==> src/design/cpa_pkg.sv <==
// Shared constants, types and helper functions for the complex pixel arithmetic unit.
package cpa_pkg;

    localparam int OUT_W            = 20;
    localparam int ANG_W            = 34;
    localparam int REM_W            = 36;
    localparam int GUARD_BITS       = 8;
    localparam int X_EXTRA          = 11;
    localparam int RECIP_SHIFT      = 48;
    localparam int DEF_CORDIC_STEPS = 16;
    localparam int DEF_IN_WIDTH     = 16;

    localparam logic [1:0] MODE_MUL   = 2'd0;
    localparam logic [1:0] MODE_CONJ  = 2'd1;
    localparam logic [1:0] MODE_POLAR = 2'd2;
    localparam logic [1:0] MODE_CART  = 2'd3;

    localparam logic REG_OP_MODE = 1'b0;

    // Angles in radians, Q30
    localparam logic signed [REM_W-1:0] ANG_PI         = 36'sd3373259426;
    localparam logic signed [REM_W-1:0] ANG_HALF_PI    = 36'sd1686629713;
    localparam logic signed [REM_W-1:0] ANG_TWO_PI     = 36'sd6746518852;
    localparam logic signed [REM_W-1:0] ANG_THREE_HALF = 36'sd5059889139;

    // 2^36 / (2*pi): reciprocal of 2*pi in Q12 units, scaled by 2^48
    localparam logic signed [34:0] RECIP_TWO_PI = 35'sd10937044079;
    // CORDIC gain compensation, Q22
    localparam logic signed [22:0] GAIN_Q22     = 23'sd2547003;

    localparam logic signed [OUT_W-1:0] OUT_MAX = {1'b0, {(OUT_W-1){1'b1}}};
    localparam logic signed [OUT_W-1:0] OUT_MIN = {1'b1, {(OUT_W-1){1'b0}}};

    typedef struct packed {
        logic [1:0] mode;
        logic       aux;    // zero vector (polar) or result flip (cartesian)
    } cpa_ctl_t;

    function automatic logic signed [ANG_W-1:0] atan_entry(input int idx);
        logic [31:0] v;
        unique case (idx)
            0:  v = 32'h3243F6A8;
            1:  v = 32'h1DAC6705;
            2:  v = 32'h0FADBAFC;
            3:  v = 32'h07F56EA6;
            4:  v = 32'h03FEAB76;
            5:  v = 32'h01FFD55B;
            6:  v = 32'h00FFFAAA;
            7:  v = 32'h007FFF55;
            8:  v = 32'h003FFFEA;
            9:  v = 32'h001FFFFD;
            10: v = 32'h000FFFFF;
            11: v = 32'h0007FFFF;
            12: v = 32'h0003FFFF;
            13: v = 32'h0001FFFF;
            14: v = 32'h0000FFFF;
            15: v = 32'h00007FFF;
            16: v = 32'h00003FFF;
            17: v = 32'h00001FFF;
            18: v = 32'h00000FFF;
            19: v = 32'h000007FF;
            20: v = 32'h000003FF;
            21: v = 32'h000001FF;
            22: v = 32'h000000FF;
            23: v = 32'h0000007F;
            default: v = 32'h0;
        endcase
        return $signed(ANG_W'(v));
    endfunction

    function automatic logic signed [OUT_W-1:0] sat_out(input logic signed [63:0] v);
        logic signed [OUT_W-1:0] r;
        if (v > 64'(OUT_MAX))
            r = OUT_MAX;
        else if (v < 64'(OUT_MIN))
            r = OUT_MIN;
        else
            r = OUT_W'(v);
        return r;
    endfunction

endpackage

==> src/design/cpa_cell.sv <==
// One CORDIC micro-rotation cell of the chain.
module cpa_cell #(
    parameter int XW   = cpa_pkg::DEF_IN_WIDTH + cpa_pkg::X_EXTRA,
    parameter int STEP = 0
) (
    input  logic                             clk,
    input  logic                             rst_n,
    input  logic                             in_v,
    output logic                             in_rdy,
    input  cpa_pkg::cpa_ctl_t                in_ctl,
    input  logic signed [XW-1:0]             in_x,
    input  logic signed [XW-1:0]             in_y,
    input  logic signed [cpa_pkg::ANG_W-1:0] in_z,
    output logic                             out_v,
    input  logic                             out_rdy,
    output cpa_pkg::cpa_ctl_t                out_ctl,
    output logic signed [XW-1:0]             out_x,
    output logic signed [XW-1:0]             out_y,
    output logic signed [cpa_pkg::ANG_W-1:0] out_z
);
    import cpa_pkg::*;

    logic                    v_reg;
    cpa_ctl_t                ctl_reg;
    logic signed [XW-1:0]    x_reg, y_reg, x_next, y_next, dx, dy;
    logic signed [ANG_W-1:0] z_reg, z_next, ang;
    logic                    rot_pos;

    assign in_rdy = !v_reg || out_rdy;

    always_comb
    begin
        dx      = in_y >>> STEP;
        dy      = in_x >>> STEP;
        ang     = atan_entry(STEP);
        // vectoring drives y toward zero, rotation drives z toward zero
        rot_pos = (in_ctl.mode == MODE_POLAR) ? in_y[XW-1] : !in_z[ANG_W-1];
        x_next  = in_x;
        y_next  = in_y;
        z_next  = in_z;
        unique case (in_ctl.mode)
            MODE_MUL, MODE_CONJ:
            begin
                x_next = in_x;
                y_next = in_y;
                z_next = in_z;
            end
            MODE_POLAR, MODE_CART:
            begin
                if (rot_pos)
                begin
                    x_next = in_x - dx;
                    y_next = in_y + dy;
                    z_next = in_z - ang;
                end
                else
                begin
                    x_next = in_x + dx;
                    y_next = in_y - dy;
                    z_next = in_z + ang;
                end
            end
        endcase
    end

    always_ff @(posedge clk or negedge rst_n)
    begin
        if (!rst_n)
            v_reg <= 1'b0;
        else if (in_rdy)
            v_reg <= in_v;
    end

    always_ff @(posedge clk)
    begin
        if (in_rdy && in_v)
        begin
            ctl_reg <= in_ctl;
            x_reg   <= x_next;
            y_reg   <= y_next;
            z_reg   <= z_next;
        end
    end

    assign out_v   = v_reg;
    assign out_ctl = ctl_reg;
    assign out_x   = x_reg;
    assign out_y   = y_reg;
    assign out_z   = z_reg;

endmodule

==> config.mk <==
export PLATFORM = sky130hd
export DESIGN_NAME = cpa_cell
export DESIGN_NICKNAME = d
export VERILOG_FILES = /design/src/design/cpa_pkg.sv /design/src/design/cpa_cell.sv
export SDC_FILE = /design/constraint.sdc
export NUM_CORES = 1
export LEC_CHECK = 0
export ABC_CLOCK_PERIOD_IN_PS = 3650
export BUFFER_PORTS_ARGS = -buffer_cell sky130_fd_sc_hd__buf_4
export CELL_PAD_IN_SITES_DETAIL_PLACEMENT = 0
export CELL_PAD_IN_SITES_GLOBAL_PLACEMENT = 2
export CORE_UTILIZATION = 34
export DETAILED_ROUTE_END_ITERATION = 10
export PLACE_DENSITY_LB_ADDON = 0.15
export SLEW_MARGIN = 0
export SYNTH_ARGS = -nofsm -noshare
export SYNTH_HDL_FRONTEND = slang
export SYNTH_SLANG_ARGS = --single-unit
==> constraint.sdc <==
create_clock -name clk -period 3.65 [get_ports clk]
set_input_delay 0.1825 -clock clk [delete_from_list [all_inputs] [get_ports clk]]
set_output_delay 0.1825 -clock clk [all_outputs]
set_load 0.01 [all_outputs]
# ---- Word level (Yosys, flattened, before mapping)
# Cells that the tools add are included.
dict set report classes {
  add_sub_neg 5
  n_mul 0
  n_div 0
  order_cmp 0
  eq_ne 3
  shift 0
  muxes 7
  bitwise_logic 0
  reduce_logical 7
}
# cell count
set ops {}
lappend ops {{one-hot mux 27 bit (2 select lines)} 2}
lappend ops {{one-hot mux 34 bit (2 select lines)} 1}
lappend ops {{2-to-1 mux 27 bit} 2}
lappend ops {{subtractor 27 bit} 2}
lappend ops {{adder 34 x 31 -> 34 bit, second input constant} 1}
lappend ops {{2-to-1 mux 34 bit} 1}
lappend ops {{subtractor 34 x 31 -> 34 bit, second input constant} 1}
lappend ops {{adder 27 bit} 1}
lappend ops {{equality test 2 bit, second input constant} 2}
lappend ops {{OR reduction 2 bit} 2}
lappend ops {{equality test 2 x 1 -> 1 bit, second input constant} 1}
lappend ops {{logical NOT 1 bit} 2}
lappend ops {{logical NOT 2 bit} 1}
lappend ops {{logical AND 1 bit} 1}
lappend ops {{logical OR 1 bit} 1}
lappend ops {{2-to-1 mux 1 bit} 1}
dict set report totals {
  reg_bits 92
  latch_bits 0
  ramBits 0
  mem_bits_ro 0
  inputBits 95
  out_inout_bits 93
  elab_cells 28
  mem_count 0
}

# ---- Logic depth before layout (Yosys ltp)
dict set report logic_depth {
  word_depth 4
  mapped_depth 21
  depth_no_buf 13
}

# ---- Least setup slack after synthesis
# OpenSTA, ideal clock, no wires.
dict set report synth_path {
  path_kind {input to register}
  from {in in_ctl[1] (netlist bit)}
  to {reg z_reg[29] (netlist: out_z[29]) (data pin)}
  setup_time_ns 0.259
  arrival_time_ns 4.364
  slack_ns -0.973
  path_stages 21
  path_buffers 8
  path_cell_list {buf_6 -> nand2b_4 -> buf_6 -> a21o_1 -> inv_2 -> buf_2 -> buf_2 -> buf_2 -> buf_1 -> clkbuf_1 -> ha_1 -> clkbuf_1 -> nand3_1 -> or3_1 -> o41ai_1 -> a21oi_1 -> and4b_1 -> a22oi_2 -> or4b_1 -> o221ai_1 -> a211o_1}
}
dict set report synth_between {
  elab_chain_len 4
  word_cells_on_any_way 9
}
# item line_no
set synth_lines {}
lappend synth_lines {{start: declaration} cpa_cell.sv:10} ;# input cpa_pkg::cpa_ctl_t in_ctl,
lappend synth_lines {{equality test 2 bit} {cpa_cell.sv:37, cpa_cell.sv:41}}
lappend synth_lines {{2-to-1 mux 1 bit} cpa_cell.sv:37} ;# rot_pos = (in_ctl.mode == MODE_POLAR) ? in_y[XW-1] : !in_z[ANG_W-1];
lappend synth_lines {{2-to-1 mux 34 bit} cpa_cell.sv:50} ;# if (rot_pos)
lappend synth_lines {{one-hot mux 34 bit (2 select lines) (*)} cpa_cell.sv:41} ;# unique case (in_ctl.mode)
lappend synth_lines {{via z_next[29]} cpa_cell.sv:26} ;# logic signed [ANG_W-1:0] z_reg, z_next, ang;
lappend synth_lines {{end signal: assignment} cpa_cell.sv:81} ;# z_reg <= z_next;
lappend synth_lines {{end: declaration} cpa_cell.sv:26}
# Mark *: on every way through the listed nets, which the timed path passes. The rest lies on a longest branch.
# A chain may end at the register's enable or synchronous reset.

# ---- Worst setup path after layout
dict set report layout_path {
  from {in in_y[26]}
  to {reg z_reg[32] (netlist: out_z[32]) (data pin)}
}
dict set report layout_between {
  elab_chain_len 3
}
# item line_no
set layout_lines {}
lappend layout_lines {{start: declaration} cpa_cell.sv:12} ;# input logic signed [XW-1:0] in_y,
lappend layout_lines {{2-to-1 mux 1 bit} cpa_cell.sv:37}
lappend layout_lines {{2-to-1 mux 34 bit} cpa_cell.sv:50}
lappend layout_lines {{one-hot mux 34 bit (2 select lines)} cpa_cell.sv:41}
lappend layout_lines {{via z_next[32]} cpa_cell.sv:26}
# The timed path passes the listed nets, and every way through them passes these cells.

==> flow_metrics.env <==
export IMPL_gp_congestion=0.866
export IMPL_ir_drop_mv=0.193
export IMPL_root_buffer="clkbuf_16"
export IMPL_ant_nets=0
export IMPL_cts_hold_buf=5
export IMPL_critical_path_class="primary input to flop"
export IMPL_grt_pass1_wl_um=57000
export IMPL_leakagePower_uw=0.00542
export IMPL_synthTopCellsByArea="edfxtp_1 26%, ha_1 11%, a21oi_1 7.6%"
export IMPL_cts_buffer_depth=2
export IMPL_synth_fp_nets=1482
export IMPL_drv_slew=0
export IMPL_die_area_um2=31300
export IMPL_antenna_cells=0
export IMPL_cts_max_level=3
export IMPL_clock_sinks=92
export IMPL_setup_slack_ps=444
export IMPL_rows=63
export IMPL_drt_pass1_iter_count=7
export IMPL_cts_tree="done"
export IMPL_fmax_mhz=312
export IMPL_start_util=0.348
export IMPL_synthToLayoutAreaGrowth_pct=23.0
export IMPL_wl_um=36300
export IMPL_gr_usage_all_layers=0.234
export IMPL_synth_largest_area_cell="edfxtp_1"
export IMPL_grt_max_degree=83
export IMPL_synth_yosys_seq_area_share=0.265
export IMPL_postPlaceCellArea_um2=12400
export IMPL_status="finished clean"
export IMPL_vias=10300
export IMPL_reg2reg_from="out_v$_DFFE_PN0N_"
export IMPL_drt_iter0_markers=807
export IMPL_drive_above_1_share=0.198
export IMPL_tns_ps=0
export IMPL_grt_ovfl_total=0
export IMPL_grt_pass1_vias=10000
export IMPL_netlist_area_leader_share=0.263
export IMPL_hold_worst_slack_ps=22.2
export IMPL_avgRoutedWirePerCell_um=19.5
export IMPL_clock_skew_ps=11.5
export IMPL_drc=0
export IMPL_period_share=0.878
export IMPL_dp_slack_ps=85.7
export IMPL_synth_edff_count=91
export IMPL_fin_crit_ps=3210
export IMPL_hold_path_class="primary input to flop"
export IMPL_ys_types=82
export IMPL_fin_area_um2=12800
export IMPL_startpoint_type="primary input"
export IMPL_rsz0062_at_grt="no"
export IMPL_regToRegSetupSlack_ps=1910
export IMPL_worstPathMaxFanout=12
export IMPL_mostFrequentLayoutCell="buf_4"
export IMPL_clkTransAtPathRegs_ps=80
export IMPL_die_x_um=177
export IMPL_port_buffers=187
export IMPL_core_um2=29900
export IMPL_dpl_hpwl_um=28100
export IMPL_async_flop_share=0.0109
export IMPL_setup_viol=0
export IMPL_reg2reg_depth=3
export IMPL_cp_endpoint="out_z[32]$_DFFE_PP_"
export IMPL_numCtsBuffers=9
export IMPL_final_cell_mix="240 x buf_4, 158 x a21oi_1, 130 x nor2_1"
export IMPL_worstPathRequired_ps=3780
export IMPL_syn_instance_count=1291
export IMPL_cp_arrival_ps=3330
export IMPL_clk_latency_ps=370
export IMPL_viasPerCell=5.52
export IMPL_startpoint="in_y[26]"
export IMPL_io_pins=188
export IMPL_fp_dieH_um=177
export IMPL_post_cts_buffers=0
export IMPL_ys_flop_type="edfxtp_1"
export IMPL_synth_seq_cells=92
export IMPL_rr_endpoint="out_y[25]$_DFFE_PP_"
export IMPL_syn_area_um2=10400
export IMPL_slew_headroom=0.516
export IMPL_avgSynthCellArea_um2=8.06
export IMPL_cts_resized=0
export IMPL_antenna_found_initial=0
export IMPL_p_per_area_nw_per_um2=331
export IMPL_critPathCaptureType="flop"
export IMPL_drv_cap=0
export IMPL_worst_slew_pin_slew_ps=726
export IMPL_synth_warning_count=0
export IMPL_nNetsFinal=1659
export IMPL_post_route_util=0.428
export IMPL_finalHoldViolCount=0
## metal layers
| layer | GRT usage | up-vias | share of wire |
|---|---|---|---|
| met5 | 0 | - | 0 |
| met4 | 0.0661 | 0 | 0.018 |
| met3 | 0.0277 | 33 | 0.046 |
| met2 | 0.380 | 280 | 0.46 |
| met1 | 0.324 | 4879 | 0.47 |
| li1 | - | 5081 | - |
## sequential cells by signal, indices dropped and copies added, names as in the netlist
signal / cells
out_x: 27
out_v: 1
out_y: 27
out_z: 34
out_ctl: 3
## Yosys cell counts, types with 12 or more instances
cell	n
a211oi_1	20
a21o_1	25
a21oi_1	158
a31oi_1	20
and3_1	12
buf_1	16
buf_2	15
clkbuf_1	46
edfxtp_1	91
ha_1	93
inv_1	92
mux2i_1	19
nand2_1	88
nand2b_1	18
nand3_1	27
nor2_1	130
nor2b_1	13
nor3_1	22
o211ai_1	21
o21a_1	13
o21ai_0	50
o21bai_1	19
xnor2_1	68
## logic make-up after synthesis
kind of cell,after synthesis,synth area share
buffers and inverters,178,0.0682
adders and majority gates,96,0.118
xor gates and xnor gates,77,0.0648
and+or+nand+nor,380,0.177
DFF,92,0.265
muxes,28,0.0280
AOI/OAI and AO/OA,440,0.279
## area by class of cell
cell class / instances / area (µm²)
fill: 3087 / 17100
clock inverter: 6 / 80.1
inverter: 97 / 365
multi-input combinational: 1021 / 6980
sequential: 92 / 2760
timing repair buffer: 247 / 1890
tap: 390 / 488
clock buffer: 9 / 225
## worst min-delay path by stage
stage / end / slack, ps / cells after the start / from
2_1_floorplan: out_v$_DFFE_PN0N_ / -110 / 0 / rst_n
4_1_cts: out_v$_DFFE_PN0N_ / 8 / 2 / in_v
3_5_place_dp: out_v$_DFFE_PN0N_ / -40 / 1 / rst_n
6_report: out_v$_DFFE_PN0N_ / 20 / 2 / in_v
3_3_place_gp: out_v$_DFFE_PN0N_ / -40 / 1 / rst_n
5_1_grt: out_v$_DFFE_PN0N_ / 20 / 2 / in_v
## stage by stage
| stage | instances | power (µW) |
|---|---|---|
| floorplan | 1291 | 2530 |
| global placement | 1842 | 3190 |
| detailed placement | 1842 | 3190 |
| CTS | 1862 | 4280 |
| global route | 1862 | 4490 |
| finish | 1862 | 4230 |
## critical path, cell delays in order
cell,delay [ps]
buf_4,120
nor3b_4,190
a21o_2,160
clkinv_2,240
ha_1,450
nor2b_1,220
nand3_1,130
mux2_2,300
a311oi_1,370
a2111oi_2,120
nor2_1,290
a21oi_1,130
xnor2_1,140
mux2_2,260
## where the power goes
group / switching, µW / total [µW] / internal, µW / leakage [µW]
Clock: 464 / 1060 / 592 / 0.000146
Sequential: 30.4 / 1330 / 1300 / 0.000874
Combinational: 1070 / 1850 / 782 / 0.00440
No activity file was read; power rests on OpenSTA's default activity.
