### src/design/cpa_pkg.sv
// Shared constants, types and helper functions for the complex pixel arithmetic unit.
package cpa_pkg;

    localparam int OUT_W            = 20;
    localparam int ANG_W            = 34;
    localparam int REM_W            = 36;
    localparam int GUARD_BITS       = 8;
    localparam int X_EXTRA          = 11;
    localparam int RECIP_SHIFT      = 48;
    localparam int DEF_CORDIC_STEPS = 16;
    localparam int DEF_IN_WIDTH     = 16;

    localparam logic [1:0] MODE_MUL   = 2'd0;
    localparam logic [1:0] MODE_CONJ  = 2'd1;
    localparam logic [1:0] MODE_POLAR = 2'd2;
    localparam logic [1:0] MODE_CART  = 2'd3;

    localparam logic REG_OP_MODE = 1'b0;

    // Angles in radians, Q30
    localparam logic signed [REM_W-1:0] ANG_PI         = 36'sd3373259426;
    localparam logic signed [REM_W-1:0] ANG_HALF_PI    = 36'sd1686629713;
    localparam logic signed [REM_W-1:0] ANG_TWO_PI     = 36'sd6746518852;
    localparam logic signed [REM_W-1:0] ANG_THREE_HALF = 36'sd5059889139;

    // 2^36 / (2*pi): reciprocal of 2*pi in Q12 units, scaled by 2^48
    localparam logic signed [34:0] RECIP_TWO_PI = 35'sd10937044079;
    // CORDIC gain compensation, Q22
    localparam logic signed [22:0] GAIN_Q22     = 23'sd2547003;

    localparam logic signed [OUT_W-1:0] OUT_MAX = {1'b0, {(OUT_W-1){1'b1}}};
    localparam logic signed [OUT_W-1:0] OUT_MIN = {1'b1, {(OUT_W-1){1'b0}}};

    typedef struct packed {
        logic [1:0] mode;
        logic       aux;    // zero vector (polar) or result flip (cartesian)
    } cpa_ctl_t;

    function automatic logic signed [ANG_W-1:0] atan_entry(input int idx);
        logic [31:0] v;
        unique case (idx)
            0:  v = 32'h3243F6A8;
            1:  v = 32'h1DAC6705;
            2:  v = 32'h0FADBAFC;
            3:  v = 32'h07F56EA6;
            4:  v = 32'h03FEAB76;
            5:  v = 32'h01FFD55B;
            6:  v = 32'h00FFFAAA;
            7:  v = 32'h007FFF55;
            8:  v = 32'h003FFFEA;
            9:  v = 32'h001FFFFD;
            10: v = 32'h000FFFFF;
            11: v = 32'h0007FFFF;
            12: v = 32'h0003FFFF;
            13: v = 32'h0001FFFF;
            14: v = 32'h0000FFFF;
            15: v = 32'h00007FFF;
            16: v = 32'h00003FFF;
            17: v = 32'h00001FFF;
            18: v = 32'h00000FFF;
            19: v = 32'h000007FF;
            20: v = 32'h000003FF;
            21: v = 32'h000001FF;
            22: v = 32'h000000FF;
            23: v = 32'h0000007F;
            default: v = 32'h0;
        endcase
        return $signed(ANG_W'(v));
    endfunction

    function automatic logic signed [OUT_W-1:0] sat_out(input logic signed [63:0] v);
        logic signed [OUT_W-1:0] r;
        if (v > 64'(OUT_MAX))
            r = OUT_MAX;
        else if (v < 64'(OUT_MIN))
            r = OUT_MIN;
        else
            r = OUT_W'(v);
        return r;
    endfunction

endpackage

### src/design/cpa_post.sv
// Back pipeline: gain compensation, rounding, saturation and output register.
module cpa_post #(
    parameter int XW = cpa_pkg::DEF_IN_WIDTH + cpa_pkg::X_EXTRA
) (
    input  logic                             clk,
    input  logic                             rst_n,
    input  logic                             in_v,
    output logic                             in_rdy,
    input  cpa_pkg::cpa_ctl_t                in_ctl,
    input  logic signed [XW-1:0]             in_x,
    input  logic signed [XW-1:0]             in_y,
    input  logic signed [cpa_pkg::ANG_W-1:0] in_z,
    output logic                             out_v,
    input  logic                             out_rdy,
    output logic signed [cpa_pkg::OUT_W-1:0] out_c0,
    output logic signed [cpa_pkg::OUT_W-1:0] out_c1
);
    import cpa_pkg::*;

    localparam int HALF_G = 1 << (GUARD_BITS - 1);
    localparam int MPW    = 51;

    logic adv1, adv2;

    logic                    p1_v_reg;
    cpa_ctl_t                p1_ctl_reg;
    logic signed [OUT_W-1:0] p1_c0_reg, p1_c1_reg, p1_c0_next, p1_c1_next;
    logic [MPW-1:0]          p1_mp_reg, p1_mp_next;
    logic                    p1_big_reg, p1_big_next;
    logic signed [63:0]      xe;
    logic signed [XW-1:0]    xf, yf, xr, yr;
    logic signed [ANG_W-1:0] zr;

    logic                    p2_v_reg;
    logic [1:0]              p2_mode_reg;
    logic signed [OUT_W-1:0] p2_c0_reg, p2_c1_reg, p2_c0_next, p2_c1_next;
    logic [21:0]             mr;

    assign adv2   = !p2_v_reg || out_rdy;
    assign adv1   = !p1_v_reg || adv2;
    assign in_rdy = adv1;

    always_ff @(posedge clk or negedge rst_n)
    begin
        if (!rst_n)
        begin
            p1_v_reg <= 1'b0;
            p2_v_reg <= 1'b0;
        end
        else
        begin
            if (adv1) p1_v_reg <= in_v;
            if (adv2) p2_v_reg <= p1_v_reg;
        end
    end

    always_comb
    begin
        xe          = 64'(in_x);
        p1_big_next = xe >= 64'sd536870912;
        p1_mp_next  = MPW'(xe[28:0]) * MPW'($unsigned(GAIN_Q22));
        xf          = in_ctl.aux ? -in_x : in_x;
        yf          = in_ctl.aux ? -in_y : in_y;
        xr          = (xf + XW'(HALF_G)) >>> GUARD_BITS;
        yr          = (yf + XW'(HALF_G)) >>> GUARD_BITS;
        zr          = (in_z + ANG_W'(131072)) >>> 18;
        p1_c0_next  = OUT_W'(in_x);
        p1_c1_next  = OUT_W'(in_y);
        unique case (in_ctl.mode)
            MODE_MUL, MODE_CONJ:
            begin
                p1_c0_next = OUT_W'(in_x);
                p1_c1_next = OUT_W'(in_y);
            end
            MODE_POLAR:
            begin
                p1_c0_next = '0;
                p1_c1_next = sat_out(64'(zr));
            end
            MODE_CART:
            begin
                p1_c0_next = sat_out(64'(xr));
                p1_c1_next = sat_out(64'(yr));
            end
        endcase
    end

    always_ff @(posedge clk)
    begin
        if (adv1 && in_v)
        begin
            p1_ctl_reg <= in_ctl;
            p1_c0_reg  <= p1_c0_next;
            p1_c1_reg  <= p1_c1_next;
            p1_mp_reg  <= p1_mp_next;
            p1_big_reg <= p1_big_next;
        end
    end

    always_comb
    begin
        mr         = 22'((p1_mp_reg + MPW'(1 << 29)) >> 30);
        p2_c0_next = p1_c0_reg;
        p2_c1_next = p1_c1_reg;
        if (p1_ctl_reg.mode == MODE_POLAR)
        begin
            priority if (p1_ctl_reg.aux)
            begin
                p2_c0_next = '0;
                p2_c1_next = '0;
            end
            else if (p1_big_reg || (mr > 22'(OUT_MAX)))
                p2_c0_next = OUT_MAX;
            else
                p2_c0_next = OUT_W'(mr);
        end
    end

    always_ff @(posedge clk)
    begin
        if (adv2 && p1_v_reg)
        begin
            p2_mode_reg <= p1_ctl_reg.mode;
            p2_c0_reg   <= p2_c0_next;
            p2_c1_reg   <= p2_c1_next;
        end
    end

    assign out_v  = p2_v_reg;
    assign out_c0 = p2_c0_reg;
    assign out_c1 = p2_c1_reg;

`ifndef SYNTHESIS
    a_mag_sign: assert property (@(posedge clk) disable iff (!rst_n)
        p2_v_reg && (p2_mode_reg == MODE_POLAR) |-> !p2_c0_reg[OUT_W-1])
        else $error("negative magnitude");
`endif

endmodule

### config.mk
export PLATFORM = sky130hd
export DESIGN_NAME = cpa_post
export DESIGN_NICKNAME = d
export VERILOG_FILES = /design/src/design/cpa_pkg.sv /design/src/design/cpa_post.sv
export SDC_FILE = /design/constraint.sdc
export NUM_CORES = 1
export LEC_CHECK = 0
export BUFFER_PORTS_ARGS = -buffer_cell sky130_fd_sc_hd__buf_2
export CAP_MARGIN = 0
export CELL_PAD_IN_SITES_DETAIL_PLACEMENT = 1
export CELL_PAD_IN_SITES_GLOBAL_PLACEMENT = 2
export CORE_ASPECT_RATIO = 1.5
export CORE_MARGIN = 2
export CORE_UTILIZATION = 41
export CTS_CLUSTER_SIZE = 24
export DETAILED_ROUTE_END_ITERATION = 10
export PLACE_DENSITY_LB_ADDON = 0.1
export SYNTH_ARGS = -nofsm -noshare
export SYNTH_HDL_FRONTEND = slang
export SYNTH_SLANG_ARGS = --single-unit
### constraint.sdc
create_clock -name clk -period 3.5 [get_ports clk]
set_clock_uncertainty 0.1 [all_clocks]
set_input_delay 0 -clock clk [delete_from_list [all_inputs] [get_ports clk]]
set_output_delay 0 -clock clk [all_outputs]
set_load 0.01 [all_outputs]
Word-level counts from Yosys, hierarchy flattened
Index checks and enable logic that the tools add are counted.
- add/subtract/negate cells: 6
- multiply operators: 1
- order comparisons: 8
- eq/ne operators: 4
- mux-type cells: 15
- reductions and logical operators: 9
- operators by type and width (operator ; count):
    2-to-1 mux 20 bit ; 11
    one-hot mux 20 bit (3 select lines) ; 2
    adder 27 x 9 -> 27 bit (second input constant) ; 2
    2-to-1 mux 27 bit ; 2
    negation 27 bit ; 2
    adder 51 x 30 -> 51 bit (second input constant) ; 1
    multiplier 29 x 22 -> 51 bit (second input constant) ; 1
    greater-than comparator 19 x 20 -> 1 bit (second input constant) ; 2
    less-than comparator 19 x 20 -> 1 bit (second input constant) ; 2
    adder 34 x 19 -> 34 bit (second input constant) ; 1
    greater-or-equal comparator 27 x 31 -> 1 bit (second input constant) ; 1
    greater-than comparator 21 x 19 -> 1 bit (second input constant) ; 1
    greater-than comparator 16 x 20 -> 1 bit (second input constant) ; 1
    less-than comparator 16 x 20 -> 1 bit (second input constant) ; 1
    == test 2 bit (second input constant) ; 3
    logical OR 1 bit ; 3
    == test 2 x 1 -> 1 bit (second input constant) ; 1
    logical AND 1 bit ; 2
    zero test 1 bit ; 2
    zero test 2 bit ; 1
    OR reduction 2 bit ; 1
- flip-flop bits (word level): 137
- output and inout port bits: 42
- logic and storage cells: 53

Longest topological paths before layout
- word-level depth: 7
- depth in mapped cells: 24

Least setup slack after synthesis
OpenSTA, ideal clock, no wires.
- kind: input -> register
- start: input port in_x[10]
- end: register p1_mp_reg[47], data pin
- library setup time: 0.261 ns
- arrival: 5.923 ns
- required time: 3.139 ns
- slack: -2.785 ns
- cell stages on the path: 21
- buffers on the path: 0
- cell sequence: inv_1 > fa_1 > fa_1 > fa_1 > inv_1 > fa_1 > fa_1 > fa_1 > inv_1 > fa_1 > inv_1 > ha_1 > o21a_1 > o21ai_0 > a2111oi_0 > or2_2 > o211ai_1 > a211oi_1 > o41a_1 > nor4_1 > a311o_1
- longest elaborated chain between the ends: 1
- RTL lines (element ; line ; source):
    from (decl) ; cpa_post.sv:10 ; input logic signed [XW-1:0] in_x,
    multiplier 29 x 22 -> 51 bit ; cpa_post.sv:61 ; p1_mp_next = MPW'(xe[28:0]) * MPW'($unsigned(GAIN_Q22));
    net p1_mp_next[47] ; cpa_post.sv:28 ; logic [MPW-1:0] p1_mp_reg, p1_mp_next;
    to (signal assigned) ; cpa_post.sv:95 ; p1_mp_reg <= p1_mp_next;
    to (decl) ; cpa_post.sv:28 ;
The timed path passes the listed nets, and every way through them passes these cells.
A chain may end at the register's enable or synchronous reset.

Final worst setup path
- start: input port in_x[12]
- end: register p1_mp_reg[47], data pin
The elaborated chain is that of the path after synthesis.

==> summary.md <==
| Metric | Value |
|---|---|
| Status | `complete, but fails checks` |
| Failing checks | `hold timing, setup timing` |
| RSZ-0062 raised after global routing | `true` |
| Hold depth | `3` |
| DIE AREA | `~0.048 mm²` |
| R2R setup slack | `between 0.9 and 1 ns` |
| Die outline height | `~270 µm` |
| Reg2reg start | `p1_mp_reg[32]` |
| Die Wd | `~180 µm` |
| Distinct cell type count of the synthesized netlist | `between 70 and 80` |
| Largest register FFs | `22` |
| Clk_lat worst skew | `around 0.35 ns` |
| Dpl cells | `between 2000 and 3000` |
| First-pass GRT wire length | `between 100000 and 150000 µm` |
| Worst EP required | `~3.5 ns` |
| Post-synth EDFFs | `105` |
| Largest family of logic cells by synthesized area | `adder cells` |
| Setup violators final | `22` |
| Max-cap violations | `0` |
| Post-Synth Adder-Cell Area | `about half` |
| Clock Root Buffer | `clkbuf_16` |
| Yosys warnings | `0` |
| Post-route setup slack | `-2.76 ns` |
| Top_reg_cell synth | `edfxtp_1` |
| Layout net count | `3020` |
| Setup crit start | `in_x[12]` |
| Slew @ Worst Pin | `0.955 ns` |
| Std cell rows | `96` |
| Detail Route Antenna Nets | `0` |
| Synth top area share | `~30%` |
| CTS H-Tree Depth | `3` |
| Tot GR Track Use | `about 29%` |
| HP Class | `in -> reg` |
| First-pass iteration count of the detailed router | `6` |
| GR Overflow Total | `0` |
| Crit path DAT | `between 6 and 7 ns` |
| Post-synthesis xor/xnor area fraction | `under 10%` |
| Mapped Area | `between 0.015 and 0.02 mm²` |
| Gp weighted congestion | `~0.92` |
| Worst hold slack | `-0.00777 ns` |
| Final Cycle Share | `179%` |
| Vias | `15409` |
| Mean area per synthesized cell | `around 10 µm²` |
| Fin. Hold Viols | `1` |
| Dpl hpwl | `around 57000 µm` |
| Min-delay src | `in_y[14]` |
| I/O Pins | `roughly 140` |
| Simple-gate area share of the yosys netlist | `9.07%` |
| R2r worst-path depth | `9` |
| Detailed Route WL | `65900 µm` |
| Vias/cell | `5.21` |
| Multi-input gate area | `roughly 0.015 mm²` |
| IO buf count | `~120` |
| Worst-path fanout max | `4` |
| TritonCTS clock tree | `done` |
| # fillers | `5096` |
| Final core utilization | `a little over half` |
| Clk sinks | `107` |
| Fmax | `approximately 160 MHz` |
| Setup crit end kind | `flop` |
| Fraction of layout cells with a size suffix above 1 | `28.0%` |
| Iter 0 DRT Violations | `roughly 600` |
| Synth area leaders | `fa_1 30%, ha_1 18%, edfxtp_1 17%` |
| Clock Tree Buf Depth | `2` |
| Largest net degree at the start of global routing | `just over 40` |
| Hold path endpoint | `p1_c1_reg[14]` |
| DR WL/cell | `22.3 µm` |
| # diodes | `0` |
| Worst r2r dst | `out_c0[2]` |
| Crit path time final | `around 6.3 ns` |
| Synth Area in Compound Gates | `9.51%` |
| Reg clk slew, reported paths | `about 0.070 ns` |
| Most frequent cells after synthesis | `419 x inv_1, 281 x fa_1, 278 x ha_1` |
| Starting Density | `around two fifths` |
| Finished Layout Cells | `2959` |
| Post-synthesis sequential area ratio | `about 17%` |
| Core area | `roughly 0.046 mm²` |
| DRC Markers | `0` |
| Reg area | `0.00320 mm²` |
| #FFs+latches synth | `~110` |
| Post-synth ARST share | `1.87%` |
| Proportion of synthesized area in mux cells | `less than 1%` |
| Initial antenna violation count | `0` |
| Vias in the first global route | `roughly 18000` |
| Crit Path Class | `in -> reg` |
| Synth Net Count | `between 2000 and 3000` |
| TritonCTS buffer count | `9` |
| Cell taking the most area after synthesis | `fa_1` |
| Worst rel slew slack | `36.3%` |
| Slew Viols, Final | `0` |
| Area Overhead vs Synth | `29.0%` |
| Syn Inst Count | `1877` |
| Kind of start point of the critical path | `primary input` |
| Top-count cell post-synth | `inv_1` |
-- through the flow --
step                setup WS [ns]  setup TNS [ns]  hold WS [ns]  cell area, µm²
floorplan                   -2.47          -44.63        -0.396           19100
global placement            -3.20          -63.26        -0.315           22800
detailed placement          -3.24          -65.09        -0.310           22800
CTS                         -2.70          -51.97       0.00296           23900
global route                -2.89          -56.63        0.0141           24300
finish                      -2.76          -52.38      -0.00777           24300
-- layout make-up --
class	count	area share, %
repair buffers	515	15.6
flip-flops and latches	107	13.2
clock buffers	11	0.960
inverters	421	6.75
well taps	588	3.03
multi-input cells	1312	60.2
clock inverters	5	0.248
-- cells by family after synthesis --
| kind of cell | count (synthesis) |
|---|---|
| adders and majority gates | 559 |
| buffers and inverters | 458 |
| AOI/OAI and AO/OA | 274 |
| and+or+nand+nor | 335 |
| xor gates and xnor gates | 139 |
| DFF | 107 |
| muxes | 5 |
-- per-layer routing --
| layer | GRT usage, % | share of wire (%) | vias to the layer above |
|---|---|---|---|
| met4 | 14.0 | 6.5 | 0 |
| met5 | 0 | 0 | - |
| met3 | 1.64 | 1.8 | 152 |
| li1 | - | - | 7107 |
| met1 | 29.7 | 35 | 7864 |
| met2 | 56.5 | 56 | 286 |
-- placed cells by master, fill, tap and decap left out, drive strengths merged, types with 13 or more instances in the layout --
master      n
a21oi      69
fa        281
nand3      29
nor2       73
a21o       34
a211oi     21
edfxtp    105
buf       503
nor2b      15
inv       406
ha        278
a31oi      13
and3       16
and2       33
nand2      78
nor3       22
o22ai      19
nand4      20
xnor2      93
xor2       46
clkinvlp   15
o21ai      50
-- critical path: stages --
cell and delay [ns]:
buf_6 0.08, clkinvlp_4 0.16, buf_6 0.17, fa_1 0.56, fa_1 0.47, fa_1 0.55
inv_1 0.09, fa_1 0.53, fa_1 0.44, fa_1 0.50, inv_1 0.05, fa_1 0.49
inv_2 0.05, ha_4 0.26, o21a_1 0.12, o21ai_2 0.07, a2111oi_4 0.31, or2_4 0.20
o211ai_1 0.09, buf_4 0.17, a211oi_4 0.25, o41a_1 0.25, nor4_2 0.06, a311o_1 0.31
-- worst max-delay path by stage --
stage / endpoint / slack, ns / cells after the start
after global placement: p1_mp_reg[50] / -3.20 / 24
after floorplan: p1_mp_reg[47] / -2.47 / 18
after CTS: p1_mp_reg[45] / -2.70 / 23
after detailed placement: p1_mp_reg[47] / -3.24 / 24
after global routing: p1_mp_reg[47] / -2.89 / 23
final: p1_mp_reg[47] / -2.76 / 24
-- timing repair --
action | in CTS | in global routing
hold buffers | 11 | 1
endpoints found under the hold margin | 10 | 1
cloned | 0 | 0
pin swaps | 74 | 32
setup endpoints to repair | 22 | 28
gates resized for setup | 107 | 42
setup buffers | 29 | 20
Power is not shown: default switching activity piles up to over one toggle a cycle in this logic, so the estimate is an artifact.
