[src/design/cpa_pkg.sv]
// Shared constants, types and helper functions for the complex pixel arithmetic unit.
package cpa_pkg;

    localparam int OUT_W            = 20;
    localparam int ANG_W            = 34;
    localparam int REM_W            = 36;
    localparam int GUARD_BITS       = 8;
    localparam int X_EXTRA          = 11;
    localparam int RECIP_SHIFT      = 48;
    localparam int DEF_CORDIC_STEPS = 16;
    localparam int DEF_IN_WIDTH     = 16;

    localparam logic [1:0] MODE_MUL   = 2'd0;
    localparam logic [1:0] MODE_CONJ  = 2'd1;
    localparam logic [1:0] MODE_POLAR = 2'd2;
    localparam logic [1:0] MODE_CART  = 2'd3;

    localparam logic REG_OP_MODE = 1'b0;

    // Angles in radians, Q30
    localparam logic signed [REM_W-1:0] ANG_PI         = 36'sd3373259426;
    localparam logic signed [REM_W-1:0] ANG_HALF_PI    = 36'sd1686629713;
    localparam logic signed [REM_W-1:0] ANG_TWO_PI     = 36'sd6746518852;
    localparam logic signed [REM_W-1:0] ANG_THREE_HALF = 36'sd5059889139;

    // 2^36 / (2*pi): reciprocal of 2*pi in Q12 units, scaled by 2^48
    localparam logic signed [34:0] RECIP_TWO_PI = 35'sd10937044079;
    // CORDIC gain compensation, Q22
    localparam logic signed [22:0] GAIN_Q22     = 23'sd2547003;

    localparam logic signed [OUT_W-1:0] OUT_MAX = {1'b0, {(OUT_W-1){1'b1}}};
    localparam logic signed [OUT_W-1:0] OUT_MIN = {1'b1, {(OUT_W-1){1'b0}}};

    typedef struct packed {
        logic [1:0] mode;
        logic       aux;    // zero vector (polar) or result flip (cartesian)
    } cpa_ctl_t;

    function automatic logic signed [ANG_W-1:0] atan_entry(input int idx);
        logic [31:0] v;
        unique case (idx)
            0:  v = 32'h3243F6A8;
            1:  v = 32'h1DAC6705;
            2:  v = 32'h0FADBAFC;
            3:  v = 32'h07F56EA6;
            4:  v = 32'h03FEAB76;
            5:  v = 32'h01FFD55B;
            6:  v = 32'h00FFFAAA;
            7:  v = 32'h007FFF55;
            8:  v = 32'h003FFFEA;
            9:  v = 32'h001FFFFD;
            10: v = 32'h000FFFFF;
            11: v = 32'h0007FFFF;
            12: v = 32'h0003FFFF;
            13: v = 32'h0001FFFF;
            14: v = 32'h0000FFFF;
            15: v = 32'h00007FFF;
            16: v = 32'h00003FFF;
            17: v = 32'h00001FFF;
            18: v = 32'h00000FFF;
            19: v = 32'h000007FF;
            20: v = 32'h000003FF;
            21: v = 32'h000001FF;
            22: v = 32'h000000FF;
            23: v = 32'h0000007F;
            default: v = 32'h0;
        endcase
        return $signed(ANG_W'(v));
    endfunction

    function automatic logic signed [OUT_W-1:0] sat_out(input logic signed [63:0] v);
        logic signed [OUT_W-1:0] r;
        if (v > 64'(OUT_MAX))
            r = OUT_MAX;
        else if (v < 64'(OUT_MIN))
            r = OUT_MIN;
        else
            r = OUT_W'(v);
        return r;
    endfunction

endpackage

[src/design/cpa_pre.sv]
// Front pipeline: products, angle reduction and CORDIC start values.
module cpa_pre #(
    parameter int IN_WIDTH = cpa_pkg::DEF_IN_WIDTH,
    parameter int XW       = IN_WIDTH + cpa_pkg::X_EXTRA
) (
    input  logic                            clk,
    input  logic                            rst_n,
    input  logic [1:0]                      mode,
    input  logic                            in_v,
    output logic                            in_rdy,
    input  logic signed [IN_WIDTH-1:0]      a_first,
    input  logic signed [IN_WIDTH-1:0]      a_second,
    input  logic signed [IN_WIDTH-1:0]      b_real,
    input  logic signed [IN_WIDTH-1:0]      b_imag,
    output logic                            out_v,
    input  logic                            out_rdy,
    output cpa_pkg::cpa_ctl_t               out_ctl,
    output logic signed [XW-1:0]            out_x,
    output logic signed [XW-1:0]            out_y,
    output logic signed [cpa_pkg::ANG_W-1:0] out_z
);
    import cpa_pkg::*;

    localparam int W  = IN_WIDTH;
    localparam int PW = 2 * W;
    localparam int SW = 2 * W + 1;
    localparam int TW = W + 35;
    localparam int RW = W + 23;
    localparam int MW = W + 36;

    logic adv1, adv2, adv3, adv4;

    // stage 1
    logic                 s1_v_reg;
    logic [1:0]           s1_mode_reg;
    logic signed [W-1:0]  s1_a0_reg, s1_a1_reg;
    logic signed [PW-1:0] s1_p0_reg, s1_p1_reg, s1_p2_reg, s1_p3_reg;
    logic signed [TW-1:0] s1_pt_reg;
    logic signed [RW-1:0] s1_pr_reg;
    logic signed [PW-1:0] s1_p0_next, s1_p1_next, s1_p2_next, s1_p3_next;
    logic signed [TW-1:0] s1_pt_next;
    logic signed [RW-1:0] s1_pr_next;

    // stage 2
    logic                    s2_v_reg;
    cpa_ctl_t                s2_ctl_reg, s2_ctl_next;
    logic signed [XW-1:0]    s2_x_reg, s2_y_reg, s2_x_next, s2_y_next;
    logic signed [REM_W-1:0] s2_z_reg, s2_z_next;
    logic signed [SW-1:0]    s2_s0_reg, s2_s1_reg, s2_s0_next, s2_s1_next;
    logic signed [W-1:0]     q_est;
    logic signed [MW-1:0]    t_full, q_prod;
    logic signed [RW-1:0]    x_rot;
    logic signed [XW-1:0]    ax, ay;

    // stage 3
    logic                    s3_v_reg;
    cpa_ctl_t                s3_ctl_reg, s3_ctl_next;
    logic signed [XW-1:0]    s3_x_reg, s3_y_reg, s3_x_next, s3_y_next;
    logic signed [REM_W-1:0] s3_z_reg, s3_z_next;
    logic signed [SW-1:0]    r0, r1;
    logic signed [XW-1:0]    neg_y;

    // stage 4
    logic                    s4_v_reg;
    cpa_ctl_t                s4_ctl_reg, s4_ctl_next;
    logic signed [XW-1:0]    s4_x_reg, s4_y_reg;
    logic signed [ANG_W-1:0] s4_z_reg, s4_z_next;

    assign adv4   = !s4_v_reg || out_rdy;
    assign adv3   = !s3_v_reg || adv4;
    assign adv2   = !s2_v_reg || adv3;
    assign adv1   = !s1_v_reg || adv2;
    assign in_rdy = adv1;

    always_ff @(posedge clk or negedge rst_n)
    begin
        if (!rst_n)
        begin
            s1_v_reg <= 1'b0;
            s2_v_reg <= 1'b0;
            s3_v_reg <= 1'b0;
            s4_v_reg <= 1'b0;
        end
        else
        begin
            if (adv1) s1_v_reg <= in_v;
            if (adv2) s2_v_reg <= s1_v_reg;
            if (adv3) s3_v_reg <= s2_v_reg;
            if (adv4) s4_v_reg <= s3_v_reg;
        end
    end

    // stage 1: products of the inputs
    assign s1_p0_next = PW'(a_first) * PW'(b_real);
    assign s1_p1_next = PW'(a_second) * PW'(b_imag);
    assign s1_p2_next = PW'(a_first) * PW'(b_imag);
    assign s1_p3_next = PW'(a_second) * PW'(b_real);
    assign s1_pt_next = TW'(a_second) * TW'(RECIP_TWO_PI);
    assign s1_pr_next = RW'(a_first) * RW'(GAIN_Q22);

    always_ff @(posedge clk)
    begin
        if (adv1 && in_v)
        begin
            s1_mode_reg <= mode;
            s1_a0_reg   <= a_first;
            s1_a1_reg   <= a_second;
            s1_p0_reg   <= s1_p0_next;
            s1_p1_reg   <= s1_p1_next;
            s1_p2_reg   <= s1_p2_next;
            s1_p3_reg   <= s1_p3_next;
            s1_pt_reg   <= s1_pt_next;
            s1_pr_reg   <= s1_pr_next;
        end
    end

    // stage 2: sums, first remainder, start vectors
    always_comb
    begin
        s2_s0_next = SW'(s1_p0_reg) - SW'(s1_p1_reg);
        s2_s1_next = SW'(s1_p2_reg) + SW'(s1_p3_reg);
        q_est      = W'(s1_pt_reg >>> RECIP_SHIFT);
        t_full     = MW'(s1_a1_reg) <<< 18;
        q_prod     = MW'(q_est) * MW'(ANG_TWO_PI);
        x_rot      = (s1_pr_reg + RW'(8192)) >>> 14;
        ax         = XW'(s1_a0_reg) <<< 8;
        ay         = XW'(s1_a1_reg) <<< 8;
        s2_ctl_next.mode = s1_mode_reg;
        s2_ctl_next.aux  = 1'b0;
        s2_x_next  = XW'(s1_a0_reg);
        s2_y_next  = XW'(s1_a1_reg);
        s2_z_next  = '0;
        unique case (s1_mode_reg)
            MODE_MUL, MODE_CONJ:
            begin
                s2_x_next = XW'(s1_a0_reg);
                s2_y_next = XW'(s1_a1_reg);
            end
            MODE_POLAR:
            begin
                s2_ctl_next.aux = (s1_a0_reg == '0) && (s1_a1_reg == '0);
                if (s1_a0_reg[W-1])
                begin
                    s2_x_next = -ax;
                    s2_y_next = -ay;
                    s2_z_next = s1_a1_reg[W-1] ? -ANG_PI : ANG_PI;
                end
                else
                begin
                    s2_x_next = ax;
                    s2_y_next = ay;
                end
            end
            MODE_CART:
            begin
                s2_x_next = XW'(x_rot);
                s2_y_next = '0;
                s2_z_next = REM_W'(t_full - q_prod);
            end
        endcase
    end

    always_ff @(posedge clk)
    begin
        if (adv2 && s1_v_reg)
        begin
            s2_ctl_reg <= s2_ctl_next;
            s2_x_reg   <= s2_x_next;
            s2_y_reg   <= s2_y_next;
            s2_z_reg   <= s2_z_next;
            s2_s0_reg  <= s2_s0_next;
            s2_s1_reg  <= s2_s1_next;
        end
    end

    // stage 3: round products, conjugate, correct the remainder into [0, 2pi)
    always_comb
    begin
        r0          = (s2_s0_reg + SW'(2048)) >>> 12;
        r1          = (s2_s1_reg + SW'(2048)) >>> 12;
        neg_y       = -s2_y_reg;
        s3_ctl_next = s2_ctl_reg;
        s3_x_next   = s2_x_reg;
        s3_y_next   = s2_y_reg;
        s3_z_next   = s2_z_reg;
        unique case (s2_ctl_reg.mode)
            MODE_MUL:
            begin
                s3_x_next = XW'(sat_out(64'(r0)));
                s3_y_next = XW'(sat_out(64'(r1)));
            end
            MODE_CONJ:
            begin
                s3_x_next = XW'(sat_out(64'(s2_x_reg)));
                s3_y_next = XW'(sat_out(64'(neg_y)));
            end
            MODE_POLAR:
            begin
                s3_z_next = s2_z_reg;
            end
            MODE_CART:
            begin
                if (s2_z_reg < 0)
                    s3_z_next = s2_z_reg + ANG_TWO_PI;
                else if (s2_z_reg >= ANG_TWO_PI)
                    s3_z_next = s2_z_reg - ANG_TWO_PI;
                else
                    s3_z_next = s2_z_reg;
            end
        endcase
    end

    always_ff @(posedge clk)
    begin
        if (adv3 && s2_v_reg)
        begin
            s3_ctl_reg <= s3_ctl_next;
            s3_x_reg   <= s3_x_next;
            s3_y_reg   <= s3_y_next;
            s3_z_reg   <= s3_z_next;
        end
    end

    // stage 4: fold the angle into [-pi/2, pi/2]
    always_comb
    begin
        s4_ctl_next = s3_ctl_reg;
        s4_z_next   = ANG_W'(s3_z_reg);
        if (s3_ctl_reg.mode == MODE_CART)
        begin
            priority if (s3_z_reg <= ANG_HALF_PI)
            begin
                s4_z_next       = ANG_W'(s3_z_reg);
                s4_ctl_next.aux = 1'b0;
            end
            else if (s3_z_reg < ANG_THREE_HALF)
            begin
                s4_z_next       = ANG_W'(s3_z_reg - ANG_PI);
                s4_ctl_next.aux = 1'b1;
            end
            else
            begin
                s4_z_next       = ANG_W'(s3_z_reg - ANG_TWO_PI);
                s4_ctl_next.aux = 1'b0;
            end
        end
    end

    always_ff @(posedge clk)
    begin
        if (adv4 && s3_v_reg)
        begin
            s4_ctl_reg <= s4_ctl_next;
            s4_x_reg   <= s3_x_reg;
            s4_y_reg   <= s3_y_reg;
            s4_z_reg   <= s4_z_next;
        end
    end

    assign out_v   = s4_v_reg;
    assign out_ctl = s4_ctl_reg;
    assign out_x   = s4_x_reg;
    assign out_y   = s4_y_reg;
    assign out_z   = s4_z_reg;

`ifndef SYNTHESIS
    a_fold_range: assert property (@(posedge clk) disable iff (!rst_n)
        s4_v_reg && (s4_ctl_reg.mode == MODE_CART) |->
        (s4_z_reg <= ANG_W'(ANG_HALF_PI)) && (s4_z_reg >= -ANG_W'(ANG_HALF_PI)))
        else $error("folded angle out of range");
`endif

endmodule

[config.mk]
export PLATFORM = sky130hd
export DESIGN_NAME = cpa_pre
export DESIGN_NICKNAME = d
export VERILOG_FILES = /design/src/design/cpa_pkg.sv /design/src/design/cpa_pre.sv
export SDC_FILE = /design/constraint.sdc
export NUM_CORES = 2
export LEC_CHECK = 0
export BUFFER_PORTS_ARGS = -buffer_cell sky130_fd_sc_hd__clkbuf_2
export CORE_MARGIN = 10
export CORE_UTILIZATION = 40
export DETAILED_ROUTE_END_ITERATION = 6
export PLACE_DENSITY = 0.57
export SETUP_SLACK_MARGIN = 0.02
export SYNTH_ARGS = -nofsm -noshare
export SYNTH_HDL_FRONTEND = slang
export SYNTH_SLANG_ARGS = --single-unit
[constraint.sdc]
create_clock -name clk -period 5.37 [get_ports clk]
set_clock_uncertainty 0.1 [all_clocks]
set_input_delay 1.074 -clock clk [delete_from_list [all_inputs] [get_ports clk]]
set_output_delay 1.074 -clock clk [all_outputs]
set_load 0.01 [all_outputs]
# Yosys cells after proc, flatten, opt, wreduce, memory -nomap -nowiden
# Cells that the tools add are included.
# word_totals
ff_bits	599
# op_classes
n_addsub	13
multipliers	7
magnitude_cmp	12
eq_ne	6
mux	26
n_reduce_logical	18
# op_table
op	n
$mux W36	5
$pmux W27 S3	2
$mux W20	8
$mul A16 B16 Y32	4
$pmux W27 S2	2
$mux W34	3
$pmux W36 S2	1
$add A33 B13 Y33 const B	2
$gt A27 B20 Y1 const B	2
$lt A27 B20 Y1 const B	2
$mux W27	2
$neg A24 Y27	2
$mul A16 B35 Y51 const B	1
$gt A21 B20 Y1 const B	2
$lt A21 B20 Y1 const B	2
$add A39 B15 Y39 const B	1
$mul A16 B23 Y39 const B	1
$add A36 B34 Y36 const B	1
$ge A36 B34 Y1 const B	1
$le A36 B32 Y1 const B	1
$lt A36 B1 Y1 const B	1
$lt A36 B34 Y1 const B	1
$sub A34 B36 Y36	1
$sub A36 B34 Y36 const B	1
15 further kinds	33

# Depth between registers and ports, before layout
# depth
ltp_word	6
ltp_mapped	26

# Least setup slack after synthesis
# Ideal clock, no wire load.
# synth_timing
kind	input to register
from	in a_first[7]
to	reg s1_pr_reg[29], data pin
setup_ps	258
arrival_ps	6813
path_slack_ps	-1802
cell_stages	21
path_buffers	0
path_cell_list	fa_1 > inv_1 > fa_1 > fa_1 > inv_1 > fa_1 > inv_1 > fa_1 > inv_1 > fa_1 > ha_1 > a21o_1 > a211oi_1 > o211ai_1 > and3_1 > or4_1 > a21o_1 > a21o_1 > a311o_1 > a211oi_1 > nor2_1
# synth_between
elab_chain_cells	1
# synth_rtl
element	line_no	rtl
start, declared	cpa_pre.sv:11	input logic signed [IN_WIDTH-1:0] a_first,
$mul A16 B23 Y39	cpa_pre.sv:99	assign s1_pr_next = RW'(a_first) * RW'(GAIN_Q22);
net s1_pr_next[29]	cpa_pre.sv:42	logic signed [RW-1:0] s1_pr_next;
end signal, assigned	cpa_pre.sv:113	s1_pr_reg <= s1_pr_next;
end, declared	cpa_pre.sv:39	logic signed [RW-1:0] s1_pr_reg;
# The timed path passes the listed nets, and every way through them passes these cells.
# A chain may end at the register's enable or synchronous reset.

# Worst setup path after layout
# layout_timing
from	in a_first[8]
to	reg s1_pr_reg[29], data pin
# Same word-level chain as after synthesis.

==> flow_metrics.tcl <==
set metrics [dict create \
    status "complete, but fails checks" \
    grt_use_total_pct 21.5 \
    violations "negative setup slack" \
    multi_input_comb_area_um2 59800 \
    yosysSeqAreaShare_pct 19.2 \
    start_util_pct 40.1 \
    io_pins 163 \
    drt_wl_total_um 235000 \
    grt_pass1_wl_um 367000 \
    worst_pin_slew_ps 1090 \
    arrival_ps 6860 \
    relSlewSlack_pct 26.4 \
    grt-ovfl-total 0 \
    synth-seq-cells 513 \
    cp-startpoint "a_first[8]" \
    initialDrtViolationCount 3838 \
    fp.dieH_um 467 \
    worst-path-buf-inv 6 \
    grt_max_degree 109 \
    clock_sinks 513 \
    rsz0062_at_grt "true" \
    std_cell_rows 164 \
    cts.reportedPaths.clkPinSlew_ps 60 \
    synth_edf_count 509 \
    die_w_um 467 \
    worstSetupStartpointType "input port" \
    final-seq-area_um2 15400 \
    endpoint_kind "register" \
    synth_top_area_share_pct 33.8 \
    worst_r2r_startpoint "s1_pt_reg[49]" \
    dieArea_um2 218000 \
    ys_warn_count 0 \
    period_needed_ps 6530 \
    finalWorstSetupSlack_ps -1160 \
    routed_wire_length_per_instance_um 19.5 \
    ys_types 90 \
    drive_above_1_share_pct 23.8 \
    final_nets 11600 \
    gp_congestion 0.932 \
    slowest_stage "fa_1" \
    cpLargestDelayFamily "adder cells" \
    antenna_found_initial 12 \
    yosys.area.top_type "fa_1" \
    vias_per_cell 4.98 \
    final_antenna_net_count 0 \
    drc 0 \
    tritoncts "built" \
    placed_cells 11700 \
    port_buffers 161 \
    cpMostUsedCell "fa_1" \
    rrSetupSlack_ps 280 \
    cp_slowest_stage_delay_ps 540 \
    clock-root-buffer "clkbuf_16" \
    dr_total_vias 60200 \
    synth_area_um2 80000 \
    n_fill_cell 18100 \
    synth_area_leaders "fa_1 34%, edfxtp_1 19%, ha_1 13%" \
    worstReg2RegEnd "s2_z_reg[33]" \
    crit_type "in -> reg" \
    area_growth_pct 26.0 \
    ys_async_sr_fraction_pct 0.780 \
    worstPathRequired_ps 5700 \
    drv_cap 0 \
    post-route-period-util_pct 122 \
    finalHoldViolCount 0 \
    crit_path_cell_trace "clkbuf_16 -> buf_6 -> fa_1 -> inv_2 -> fa_2 -> fa_1 -> inv_2 -> fa_1 -> inv_2 -> fa_1 -> inv_1 -> fa_1 -> ha_4 -> a21o_1 -> a211oi_2 -> o211ai_1 -> and3_1 -> or4_4 -> a21o_1 -> a21o_1 -> a311o_1 -> a211oi_2 -> nor2_1" \
    fin_cells 12100 \
    r2r_cells 24 \
    drt_pre_antenna_iters 6 \
    fmax_mhz 153 \
    slew_viol_final 0 \
    cp_max_fo 2 \
    core_area_um2 199000 \
    hold_class "in -> async" \
    worstSkewPairLatency_ps 710 \
    clockBufferDepth 3 \
    syn_inst 8139 \
    setup_viol 106 \
    dpl.hpwl_um 194000 \
    grt_pass1_vias 64300 \
    syn-mean-instance-area_um2 9.83 \
    ys.flop_type "edfxtp_1" \
    syn-num-nets 10400 \
    htreeDepth 2 \
    fin_hold_ws_ps 89.4 \
    numCtsBuffers 60 \
]
synthesized netlist by cell type (9+ instances only):
master       n
nand2_1    759
o41ai_1     12
o221ai_1    21
inv_1     1844
o21ai_0    218
a22oi_1     11
clkbuf_1   272
a311oi_1     9
ha_1       804
o31ai_1     23
and2_1     451
or4_1        9
nand4_1     64
nand2b_1    50
o22ai_1     21
o31a_1       9
xnor2_1    275
a31oi_1     28
nor4_1      23
fa_1      1353
edfxtp_1   509
buf_1       13
o211ai_1    31
nand3_1     97
o21a_1      45
a21o_1     115
a21oi_1    202
nor2b_1     54
nor2_1     287
a211oi_1    27
a31o_2      10
o21bai_1    32
nor3_1      90
or3_1       27
nand3_2     10
and3_1      41
or2_2       18
xor2_1     121
a211o_1     11
repair_timing:
action                     in CTS  in global routing
setup buffers                 157                 96
gates cloned                    7                  6
pin swaps                     225                288
resized for setup             351                365
hold buffers                    0                  0
setup endpoints to repair     109                122
worst max path at each step:
stage	cells after the start	end	slack [ps]
after global routing	26	s1_p2_reg[28]	-1340
after floorplan	21	s1_pr_reg[29]	-1390
after detailed placement	24	s1_p1_reg[31]	-2180
after global placement	23	s1_p1_reg[28]	-2040
after CTS	26	s1_p2_reg[31]	-1120
final	23	s1_pr_reg[29]	-1160
cell type report:
type                    count  area share, %
multi-input cells        5488           59.3
flip-flops and latches    513           15.3
repair buffers           1471           13.1
inverters                1846           6.90
well taps                2656           3.30
clock buffers              65           1.51
clock inverters            48          0.567
diodes                      5         0.0124
placed cells by master (no fill, tap or decap), drive strengths merged, types with 31 or more instances in the layout:
| master | instances |
|---|---|
| a21oi | 202 |
| xor2 | 121 |
| o21a | 45 |
| nand3 | 107 |
| a21o | 115 |
| o21bai | 32 |
| ha | 804 |
| buf | 1315 |
| o21ai | 220 |
| nand4 | 67 |
| nor3 | 90 |
| and3 | 41 |
| clkbuf | 219 |
| nor2 | 288 |
| nand2 | 759 |
| xnor2 | 275 |
| fa | 1353 |
| nor2b | 54 |
| inv | 1850 |
| edfxtp | 509 |
| and2 | 452 |
| nand2b | 50 |
| o211ai | 31 |
through the flow:
stage	setup slack (ps)	util, %	instance area [um2]	TNS [ps]
CTS	-1120	49.5	98700	-71920
finish	-1160	50.5	101000	-76100
global route	-1340	50.5	101000	-92790
floorplan	-1390	-	82500	-81190
detailed placement	-2180	46.8	93400	-168220
global placement	-2040	46.8	93400	-163920
metal layers:
layer | vias to the layer above | track usage (%) | routed length [um]
li1 | 28100 | - | -
met1 | 30400 | 28.5 | 101000
met2 | 1373 | 36.6 | 114000
met3 | 333 | 2.19 | 10800
met4 | 8 | 7.46 | 9870
met5 | - | 0 | 52
cell families after synthesis:
kind of cell,synth area share (%)
AOI/OAI and AO/OA,7.35
xor gates and xnor gates,4.33
adders and majority gates,46.4
buffers and inverters,10.1
DFF,19.2
muxes,0.138
other,0.00469
and+or+nand+nor,12.5
Power is left out: the tool's default activity adds up to more than one toggle a clock period on the data nets, which glitch-free logic cannot reach.
